$ cat src/rtl/core/alut_pkg.sv
// Shared types and constants for the 16-bit ALU with T flag.
// Holds the opcode and error codes and the word structs used across the core.
// No dependencies.
`default_nettype none
package alut_pkg;

	localparam int DATA_W = 16;
	localparam int SH_W   = $clog2(DATA_W);

	typedef enum logic [5:0] {
		OP_NOP  = 6'd0,  OP_MOV  = 6'd1,  OP_ADD  = 6'd2,  OP_ADDC = 6'd3,
		OP_ADDV = 6'd4,  OP_SUB  = 6'd5,  OP_SUBC = 6'd6,  OP_SUBV = 6'd7,
		OP_AND  = 6'd8,  OP_TST  = 6'd9,  OP_NEG  = 6'd10, OP_NEGC = 6'd11,
		OP_NOT  = 6'd12, OP_OR   = 6'd13, OP_XOR  = 6'd14, OP_SEQ  = 6'd15,
		OP_SGE  = 6'd16, OP_SGEU = 6'd17, OP_SGT  = 6'd18, OP_SGTU = 6'd19,
		OP_SGZ  = 6'd20, OP_SGZU = 6'd21, OP_EXTS = 6'd22, OP_EXTU = 6'd23,
		OP_SLL  = 6'd24, OP_SRL  = 6'd25, OP_SRA  = 6'd26, OP_ROT  = 6'd27,
		OP_BCLR = 6'd28, OP_BSET = 6'd29, OP_BNOT = 6'd30, OP_BTST = 6'd31,
		OP_CLRT = 6'd32, OP_SETT = 6'd33, OP_NOTT = 6'd34, OP_MUL  = 6'd35,
		OP_DIVS = 6'd36, OP_MOD  = 6'd37, OP_MULU = 6'd38, OP_DIVU = 6'd39,
		OP_DT   = 6'd40
	} op_e;

	typedef enum logic [1:0] {
		ERR_NONE  = 2'd0,
		ERR_DIV0  = 2'd1,
		ERR_BADOP = 2'd2
	} err_e;

	typedef enum logic [1:0] {
		DK_NONE = 2'd0,
		DK_DIVS = 2'd1,
		DK_MOD  = 2'd2,
		DK_DIVU = 2'd3
	} div_e;

	typedef struct packed {
		logic [5:0]               cmd;
		logic signed [DATA_W-1:0] op_a;
		logic signed [DATA_W-1:0] op_b;
		logic                     t_in;
	} in_word_t;

	typedef struct packed {
		logic signed [DATA_W-1:0] result;
		logic                     t_out;
		logic [1:0]               error;
	} out_word_t;

	typedef struct packed {
		logic [5:0]        cmd;
		logic [DATA_W-1:0] a;
		logic [DATA_W-1:0] b;
		logic              t;
		div_e              dk;
		logic              bad;
	} dec_t;

	typedef struct packed {
		logic              v;
		logic [DATA_W-1:0] res;
		logic              t;
		err_e              err;
		div_e              dk;
		logic              neg_q;
		logic              neg_r;
		logic [DATA_W-1:0] rem;
		logic [DATA_W-1:0] quo;
		logic [DATA_W-1:0] den;
	} stage_t;

endpackage
`default_nettype wire

$ cat src/rtl/core/alut_front.sv
// Front end: classifies an incoming word by operation kind.
// Depends on alut_pkg.
`default_nettype none
module alut_front
	import alut_pkg::*;
(
	input  in_word_t item,
	output dec_t     dec
);

	always_comb begin
		dec.cmd = item.cmd;
		dec.a   = item.op_a;
		dec.b   = item.op_b;
		dec.t   = item.t_in;
		dec.bad = (item.cmd > OP_DT);
		unique case (item.cmd)
			OP_DIVS: dec.dk = DK_DIVS;
			OP_MOD:  dec.dk = DK_MOD;
			OP_DIVU: dec.dk = DK_DIVU;
			default: dec.dk = DK_NONE;
		endcase
	end

endmodule
`default_nettype wire

$ cat src/rtl/core/alut_queue.sv
// Short queue between front and back ends.
// Depends on alut_pkg.
`default_nettype none
module alut_queue
	import alut_pkg::*;
#(
	parameter int DEPTH = 4
) (
	input  logic clk,
	input  logic arst_n,
	input  logic wr,
	input  dec_t wdata,
	input  logic rd,
	output dec_t rdata,
	output logic full,
	output logic empty
);

	localparam int PW = (DEPTH > 1) ? $clog2(DEPTH) : 1;
	localparam int CW = $clog2(DEPTH + 1);

	dec_t            mem_q [DEPTH];
	logic [PW-1:0]   wp_q;
	logic [PW-1:0]   rp_q;
	logic [CW-1:0]   cnt_q;

	assign full  = (cnt_q == CW'(DEPTH));
	assign empty = (cnt_q == '0);
	assign rdata = mem_q[rp_q];

	always_ff @(posedge clk or negedge arst_n) begin
		if (!arst_n) begin
			wp_q  <= '0;
			rp_q  <= '0;
			cnt_q <= '0;
		end else begin
			if (wr) begin
				wp_q <= (wp_q == PW'(DEPTH - 1)) ? '0 : wp_q + 1'b1;
			end
			if (rd) begin
				rp_q <= (rp_q == PW'(DEPTH - 1)) ? '0 : rp_q + 1'b1;
			end
			if (wr && !rd) begin
				cnt_q <= cnt_q + 1'b1;
			end else if (rd && !wr) begin
				cnt_q <= cnt_q - 1'b1;
			end
		end
	end

	always_ff @(posedge clk) begin
		if (wr) begin
			mem_q[wp_q] <= wdata;
		end
	end

endmodule
`default_nettype wire

$ cat src/rtl/core/alut_back.sv
// Back end: combinational ops and multiply into the first stage, then a bit-per-stage divider
// and an output register. Depends on alut_pkg.
`default_nettype none
module alut_back
	import alut_pkg::*;
(
	input  logic      clk,
	input  logic      arst_n,
	input  dec_t      head,
	input  logic      head_v,
	output logic      take,
	input  logic      pop,
	output logic      empty,
	output out_word_t res
);

	localparam int W = DATA_W;

	stage_t    div_s [W+1];
	stage_t    nxt0;
	stage_t    nxt [W];
	stage_t    fin;
	out_word_t out_q;
	logic      out_v_q;
	logic      en;

	assign en    = !out_v_q || pop;
	assign take  = en && head_v;
	assign empty = !out_v_q;
	assign res   = out_q;

	always_comb begin
		logic [W-1:0] a;
		logic [W-1:0] b;
		logic [W:0]   wide;
		logic [W-1:0] bitm;
		logic [2*W-1:0] rr;
		logic [SH_W-1:0] sh;
		logic [2*W-1:0] prod;
		a    = head.a;
		b    = head.b;
		sh   = b[SH_W-1:0];
		bitm = W'(1) << sh;
		rr   = {a, a} >> sh;
		prod = a * b;
		wide = '0;
		nxt0       = '0;
		nxt0.v     = take;
		nxt0.t     = head.t;
		nxt0.err   = ERR_NONE;
		nxt0.dk    = head.dk;
		nxt0.res   = '0;
		unique case (head.cmd)
			OP_NOP, OP_MOV: nxt0.res = b;
			OP_ADD:  nxt0.res = a + b;
			OP_ADDC: begin
				wide = {1'b0, a} + {1'b0, b} + {{W{1'b0}}, head.t};
				nxt0.res = wide[W-1:0];
				nxt0.t = wide[W];
			end
			OP_ADDV: begin
				nxt0.res = a + b;
				nxt0.t = ~(a[W-1] ^ b[W-1]) & (a[W-1] ^ nxt0.res[W-1]);
			end
			OP_SUB:  nxt0.res = a - b;
			OP_SUBC: begin
				wide = {1'b0, a} - {1'b0, b} - {{W{1'b0}}, head.t};
				nxt0.res = wide[W-1:0];
				nxt0.t = wide[W];
			end
			OP_SUBV: begin
				nxt0.res = a - b;
				nxt0.t = (a[W-1] ^ b[W-1]) & (a[W-1] ^ nxt0.res[W-1]);
			end
			OP_AND:  nxt0.res = a & b;
			OP_TST:  nxt0.t = ((a & b) == '0);
			OP_NEG:  nxt0.res = '0 - b;
			OP_NEGC: begin
				nxt0.res = '0 - b - {{(W-1){1'b0}}, head.t};
				nxt0.t = (b != '0) || head.t;
			end
			OP_NOT:  nxt0.res = ~b;
			OP_OR:   nxt0.res = a | b;
			OP_XOR:  nxt0.res = a ^ b;
			OP_SEQ:  nxt0.t = (a == b);
			OP_SGE:  nxt0.t = ($signed(b) >= $signed(a));
			OP_SGEU: nxt0.t = (b >= a);
			OP_SGT:  nxt0.t = ($signed(b) > $signed(a));
			OP_SGTU: nxt0.t = (b > a);
			OP_SGZ:  nxt0.t = ($signed(a) > $signed(W'(0)));
			OP_SGZU: nxt0.t = (a != '0);
			OP_EXTS: nxt0.res = {{(W-8){b[7]}}, b[7:0]};
			OP_EXTU: nxt0.res = {{(W-8){1'b0}}, b[7:0]};
			OP_SLL:  nxt0.res = a << sh;
			OP_SRL:  nxt0.res = a >> sh;
			OP_SRA:  nxt0.res = W'($signed(a) >>> sh);
			OP_ROT:  nxt0.res = rr[W-1:0];
			OP_BCLR: nxt0.res = a & ~bitm;
			OP_BSET: nxt0.res = a | bitm;
			OP_BNOT: nxt0.res = a ^ bitm;
			OP_BTST: nxt0.t = ((a & bitm) != '0);
			OP_CLRT: nxt0.t = 1'b0;
			OP_SETT: nxt0.t = 1'b1;
			OP_NOTT: nxt0.t = ~head.t;
			OP_MUL, OP_MULU: nxt0.res = prod[W-1:0];
			OP_DIVS, OP_MOD, OP_DIVU: nxt0.res = '0;
			OP_DT: begin
				nxt0.res = a - 1'b1;
				nxt0.t = (nxt0.res == '0);
			end
			default: nxt0.err = ERR_BADOP;
		endcase
		if (head.dk == DK_DIVU) begin
			nxt0.quo = a;
			nxt0.den = b;
		end else begin
			nxt0.quo = a[W-1] ? ('0 - a) : a;
			nxt0.den = b[W-1] ? ('0 - b) : b;
		end
		nxt0.rem   = '0;
		nxt0.neg_q = a[W-1] ^ b[W-1];
		nxt0.neg_r = a[W-1];
	end

	always_comb begin
		logic [W:0] trial;
		for (int k = 0; k < W; k++) begin
			nxt[k] = div_s[k];
			trial  = {div_s[k].rem, div_s[k].quo[W-1]} - {1'b0, div_s[k].den};
			if (!trial[W]) begin
				nxt[k].rem = trial[W-1:0];
				nxt[k].quo = {div_s[k].quo[W-2:0], 1'b1};
			end else begin
				nxt[k].rem = {div_s[k].rem[W-2:0], div_s[k].quo[W-1]};
				nxt[k].quo = {div_s[k].quo[W-2:0], 1'b0};
			end
		end
	end

	always_comb begin
		fin = div_s[W];
		if (fin.dk != DK_NONE) begin
			if (fin.den == '0) begin
				fin.res = '0;
				fin.err = ERR_DIV0;
			end else begin
				unique case (fin.dk)
					DK_DIVS: fin.res = fin.neg_q ? ('0 - fin.quo) : fin.quo;
					DK_MOD:  fin.res = fin.neg_r ? ('0 - fin.rem) : fin.rem;
					default: fin.res = fin.quo;
				endcase
			end
		end
	end

	always_ff @(posedge clk or negedge arst_n) begin
		if (!arst_n) begin
			for (int k = 0; k <= W; k++) begin
				div_s[k] <= '0;
			end
			out_v_q <= 1'b0;
			out_q   <= '0;
		end else if (en) begin
			div_s[0] <= nxt0;
			for (int k = 0; k < W; k++) begin
				div_s[k+1] <= nxt[k];
			end
			out_v_q      <= fin.v;
			out_q.result <= fin.res;
			out_q.t_out  <= fin.t;
			out_q.error  <= fin.err;
		end
	end

endmodule
`default_nettype wire

$ cat src/rtl/core/alu_16bit_with_t_flag_core.sv
// Top level of the 16-bit ALU with T flag: front decode, queue, back end.
// Depends on alut_pkg, alut_front, alut_queue, alut_back.
//
// Input channel: write a word on item with push; it is taken at an edge
// where push is high and full is low. Result channel: while empty is low
// res holds the oldest result; pop takes it.
// Path: a pushed word moves from the queue into the first stage, through
// the 16 divider stages, then into the output register; a stall on the
// result side holds every stage.
// Throughput: one word per cycle for every operation while the result side
// does not stall; the divider retires one quotient bit per pipeline stage.
// A stall on the result side freezes the back end; the queue keeps taking
// words until it fills, then full rises.
// Reset clears the queue and all valid bits; no result is pending after.
`default_nettype none
module alu_16bit_with_t_flag_core
	import alut_pkg::*;
#(
	parameter int QUEUE_DEPTH = 4
) (
	input  logic      clk,
	input  logic      arst_n,
	input  logic      push,
	output logic      full,
	input  in_word_t  item,
	input  logic      pop,
	output logic      empty,
	output out_word_t res
);

	dec_t dec;
	dec_t head;
	logic q_empty;
	logic take;

	alut_front u_front (
		.item (item),
		.dec  (dec)
	);

	alut_queue #(
		.DEPTH (QUEUE_DEPTH)
	) u_queue (
		.clk    (clk),
		.arst_n (arst_n),
		.wr     (push && !full),
		.wdata  (dec),
		.rd     (take),
		.rdata  (head),
		.full   (full),
		.empty  (q_empty)
	);

	alut_back u_back (
		.clk    (clk),
		.arst_n (arst_n),
		.head   (head),
		.head_v (!q_empty),
		.take   (take),
		.pop    (pop),
		.empty  (empty),
		.res    (res)
	);

endmodule
`default_nettype wire

$ cat config.mk
export PLATFORM = sky130hd
export DESIGN_NAME = alu_16bit_with_t_flag_core
export DESIGN_NICKNAME = d
export VERILOG_FILES = /design/src/rtl/core/alut_pkg.sv /design/src/rtl/core/alut_front.sv /design/src/rtl/core/alut_queue.sv /design/src/rtl/core/alut_back.sv /design/src/rtl/core/alu_16bit_with_t_flag_core.sv
export SDC_FILE = /design/constraint.sdc
export NUM_CORES = 2
export LEC_CHECK = 0
export CORE_ASPECT_RATIO = 0.75
export CORE_MARGIN = 8
export CORE_UTILIZATION = 65
export CTS_CLUSTER_DIAMETER = 40
export DETAILED_ROUTE_END_ITERATION = 16
export DONT_BUFFER_PORTS = 1
export PLACE_DENSITY = 0.92
export SLEW_MARGIN = 30
export SYNTH_ARGS = -nofsm -noshare
export SYNTH_HDL_FRONTEND = slang
export SYNTH_HIERARCHICAL = 1
export SYNTH_SLANG_ARGS = --single-unit
$ cat constraint.sdc
create_clock -name clk -period 10.4 [get_ports clk]
set_input_delay 0 -clock clk [delete_from_list [all_inputs] [get_ports clk]]
set_output_delay 0 -clock clk [all_outputs]
set_load 0.02 [all_outputs]
* Yosys cells after proc, flatten, opt, wreduce, memory -nomap -nowiden
Memory sizes are Yosys's and may differ from the RTL's.
Index checks and enable logic that the tools add are counted.
** Operators by class
- Equal/unequal tests :: 50
- Add/subtract/negate cells :: 32
- Shifts and indexed selects :: 5
- Bitwise gates (word level) :: 16
- Multipliers :: 1
- $lt $le $gt $ge :: 6
- Multiplexer cells :: 36
- Reductions and logical operators :: 26
** Operator list (count)
- $mux W32 :: 17
- $pmux W16 S22 :: 1
- $sub A17 B16 Y17 :: 15
- $eq A6 B5 Y1 const B :: 16
- $mux W16 :: 6
- $eq A6 B6 Y1 const B :: 12
- $sub A1 B16 Y16 const A :: 4
- $and A16 B16 Y16 :: 3
- $eq A6 B4 Y1 const B :: 8
- $logic_not A16 Y1 :: 3
- $reduce_bool A16 Y1 :: 3
- $reduce_or A41 Y1 :: 1
- $ge A16 B16 Y1 :: 2
- $gt A16 B16 Y1 :: 2
- $not A16 Y16 :: 2
- $or A16 B16 Y16 :: 2
- $pmux W16 S2 :: 1
- $shr A32 B4 Y16 :: 1
- $xor A16 B16 Y16 :: 2
- $eq A6 B3 Y1 const B :: 4
- $pmux W1 S18 :: 1
- $add A16 B16 Y17 :: 1
- $add A17 B1 Y17 :: 1
- $sub A1 B16 Y17 :: 1
- 36 further kinds :: 63
** Storage, ports and cells
- Word-level logic and storage cells :: 349
- Memories kept :: 1
- Output and inout bits :: 21
- Register bits after elaboration :: 1235
- Bits of input ports :: 43
- Bits in writable memories :: 168
** Memories
- u_queue.mem_q :: depth 4, bits a word 42, rd ports 1, clocked after memory_dff 0, wr ports 1, line alut_queue.sv:22 : dec_t mem_q [DEPTH];

* Logic depth before layout (Yosys ltp)
- Depth in word-level cells :: 7
- Mapped depth :: 30
- Mapped depth without buffers :: 23

* By module
Netlist, hierarchy kept.
** Modules (own cells, without submodules)
- alut_back :: instances 1, sequential area each 30304.1 µm², cells an instance 8314, area each 70777.9 µm²
- alut_queue :: instances 1, sequential area each 5220.0 µm², cells an instance 257, area each 6533.8 µm²
- alut_front :: instances 1, sequential area each 0.0 µm², cells an instance 46, area each 344.1 µm²
- alu_16bit_with_t_flag_core :: instances 1, sequential area each 0.0 µm², cells an instance 2, area each 17.5 µm²

* Worst setup path before layout
No wires, ideal clock.
- Path type :: flip-flop to flip-flop
- Start :: register u_queue.rp_q[0]
- End :: register u_back/div_s[1221] in the netlist's numbering
- Path buffers :: 7
- Period minus slack after synthesis :: 7.219 ns
- Required time :: 10.258 ns
- Data arrival time :: 7.077 ns
- Path slack :: 3.181 ns
- Stages on the path, launching flop included :: 29
- Setup time :: 0.142 ns
- Path through :: dfrtp_1 > buf_6 > buf_12 > mux4_2 > buf_6 > clkbuf_1 > inv_1 > buf_1 > buf_1 > clkbuf_1 > nor2_1 > fa_1 > fa_1 > ha_1 > fa_1 > inv_1 > fa_1 > fa_1 > inv_1 > ha_1 > nor3_1 > nor2_1 > a31o_2 > a21o_1 > a21oi_1 > o2bb2ai_1 > xnor2_1 > a211oi_1 > o221ai_1
** RTL lines
- start, declared :: line alut_queue.sv:24 : logic [PW-1:0] rp_q;
- start signal, assigned :: line alut_queue.sv:41 : rp_q <= (rp_q == PW'(DEPTH - 1)) ? '0 : rp_q + 1'b1;
- end signal, assigned by index :: line alut_back.sv:166 : div_s[k+1] <= nxt[k];
- end, declared :: line alut_back.sv:19 : stage_t div_s [W+1];

==> flow_summary.yaml <==
critical_path:
  worstPathMaxFanout: 26
  arrival_ns: 8.36
  worst_path_largest_cell_delay_ns: 0.93
  setup.worst_path.start_class: "flop"
  cp-end-kind: "flop"
  cp_cell_sequence: "buf_4 -> mux4_1 -> inv_1 -> nor2_1 -> fa_1 -> inv_1 -> fa_1 -> inv_1 -> fa_1 -> fa_1 -> inv_1 -> fa_1 -> fa_1 -> xnor2_1 -> xnor2_1 -> xnor2_1 -> xnor2_1 -> xnor2_1 -> xnor2_1 -> nand2_1 -> a31oi_1"
  worstSetupPathType: "flop to flop"
  cp.required_ns: 11.10
  crit_path_top_delay_cell: "mux4_1"
  cp_top_family: "adder cells"
  path_buf_inv: 5
timing:
  worstMarginPinSlew_ns: 1.12
  rsz0062_at_grt: "false"
  fin_crit_sh_pct: 73.6
  tns_ns: 0
  finalSetupViolCount: 0
  skew_ns: 0.0362
  max_freq_mhz: 131
  slew_headroom_pct: 24.8
  finalCriticalPeriod_ns: 7.66
  drv_slew: 0
  finalHoldViolCount: 0
clock_network:
  numCtsBuffers: 148
  cts.sinks: 1382
  clk_latency_ns: 0.80
  post_cts_buffers: 0
  clk_root_buffer_cell: "clkbuf_16"
  cts_tree: "done"
  cts_hold_repair.buffers: 79
  clkTransAtPathRegs_ns: 0.07
  cts-htree-levels: 4
  cts_buffer_depth: 3
  cts-resized-gates: 0
finish:
  final_layout_size_suffix_gt1_share_pct: 6.39
  areaGrowthSynthToFinish_pct: 9.26
  num-fill-cells: 7568
  nets: 9015
grt:
  met3_usage_pct: 12.8
  overflow: 0
  grt.total_usage_pct: 39.2
  grt.met2_usage_pct: 59.6
  antenna_found_initial: 17
  grtUsageMet1_pct: 52.9
  first_global_vias: 65300
  grt_pass1_wl_um: 396000
  busiest_layer: "met2"
  grt_max_degree: 251
die:
  fp.dieW_um: 415
  core_um2: 118000
  chipHeight_um: 315
  initial_core_util_pct: 65.6
  fp-row-count: 109
  dieArea_um2: 131000
  num_io_pins: 64
outcome:
  outcome: "completed"
routing:
  post_drt_via_cell_ratio: 6.50
  ant_nets: 0
  drc: 0
  dr.first_iter.drc_count: 9616
  vias: 66100
  finalWirelength_um: 262000
  dr.pass1.iters: 9
  wl_per_cell_um: 25.8
synthesis:
  synth.avg_cell_area_um2: 9.00
  syn_area_um2: 77500
  netlist_instances: 8611
  yosysWarnings: 6
  synth_nets: 9148
placed_design:
  gp_congestion: 1.10
  io_buffers: 0
  dp_hpwl_um: 172000
run:
  maxCapViolCount: 0
worst_hold_path:
  holdCritPathClass: "input port to flop"
path summary, 6_finish.rpt:
| check | from | to | slack [ns] | cells after the start |
|---|---|---|---|---|
| worst min register to register | u_back/div_s[1146] | u_back/div_s[1074] | 0.45 | 2 |
| worst min-delay path | item[28] | u_queue/mem_q[3][31] | 0.03 | 1 |
| worst max-delay path | u_queue/rp_q[0] | u_back/div_s[1222] | 2.74 | 21 |
| worst max register to register | u_queue/rp_q[0] | u_back/div_s[1222] | 2.74 | 21 |
| min in group asynchronous | arst_n | u_back/div_s[355] | 0.48 | 4 |
| max in group asynchronous | arst_n | u_back/div_s[867] | 5.71 | 11 |
metrics by stage:
| stage | area, um2 | hold WS [ns] | cells | utilization [%] | worst slack, ns |
|---|---|---|---|---|---|
| detailed placement | 78600 | -0.291 | 9800 | 66.6 | 2.93 |
| CTS | 84600 | 0.00142 | 10100 | 71.6 | 2.83 |
| finish | 84700 | 0.0328 | 10200 | 71.7 | 2.74 |
| floorplan | 77500 | -0.296 | 8611 | - | 3.18 |
| global route | 84700 | 0.0167 | 10200 | 71.7 | 2.30 |
| global placement | 78400 | -0.291 | 9796 | 66.4 | 2.93 |
metal layers:
| layer | share of wire [%] | up-vias | wire length (um) |
|---|---|---|---|
| met5 | 0.058 | - | 152 |
| met3 | 11 | 884 | 29600 |
| li1 | - | 28500 | - |
| met4 | 4.4 | 16 | 11400 |
| met1 | 40 | 32500 | 106000 |
| met2 | 44 | 4166 | 115000 |
layout make-up:
cell class | count | area (um2) | share of cell area [%]
multi-input cells | 6261 | 38400 | 45.3
clock buffers | 188 | 4090 | 4.83
repair buffers | 186 | 1930 | 2.28
flip-flops and latches | 1382 | 35400 | 41.8
diodes | 10 | 25.0 | 0.0295
clock inverters | 78 | 1050 | 1.24
inverters | 499 | 1870 | 2.21
well taps | 1554 | 1940 | 2.30
placed cells by master, fill, tap and decap left out, types with 85 or more instances in the layout:
cell / n
edfxtp_1: 164
nand2_1: 2640
dfrtp_1: 1216
o21ai_1: 169
xnor2_1: 259
fa_1: 102
buf_4: 86
xor2_1: 85
clkbuf_16: 152
a21oi_1: 338
inv_1: 479
ha_1: 391
nor2_1: 418
mux2i_1: 230
o21ai_0: 472
state kept, by name, indices dropped and copies added (netlist names):
register	flops
u_queue/cnt_q	3
u_back/res	19
u_back/div_s	1191
u_queue/rp_q	2
u_queue/wp_q	2
u_back/out_v_q	1
u_queue/mem_q	164
Power is left out: the tool's default activity adds up to more than one toggle a clock period on the data nets, which glitch-free logic cannot reach.
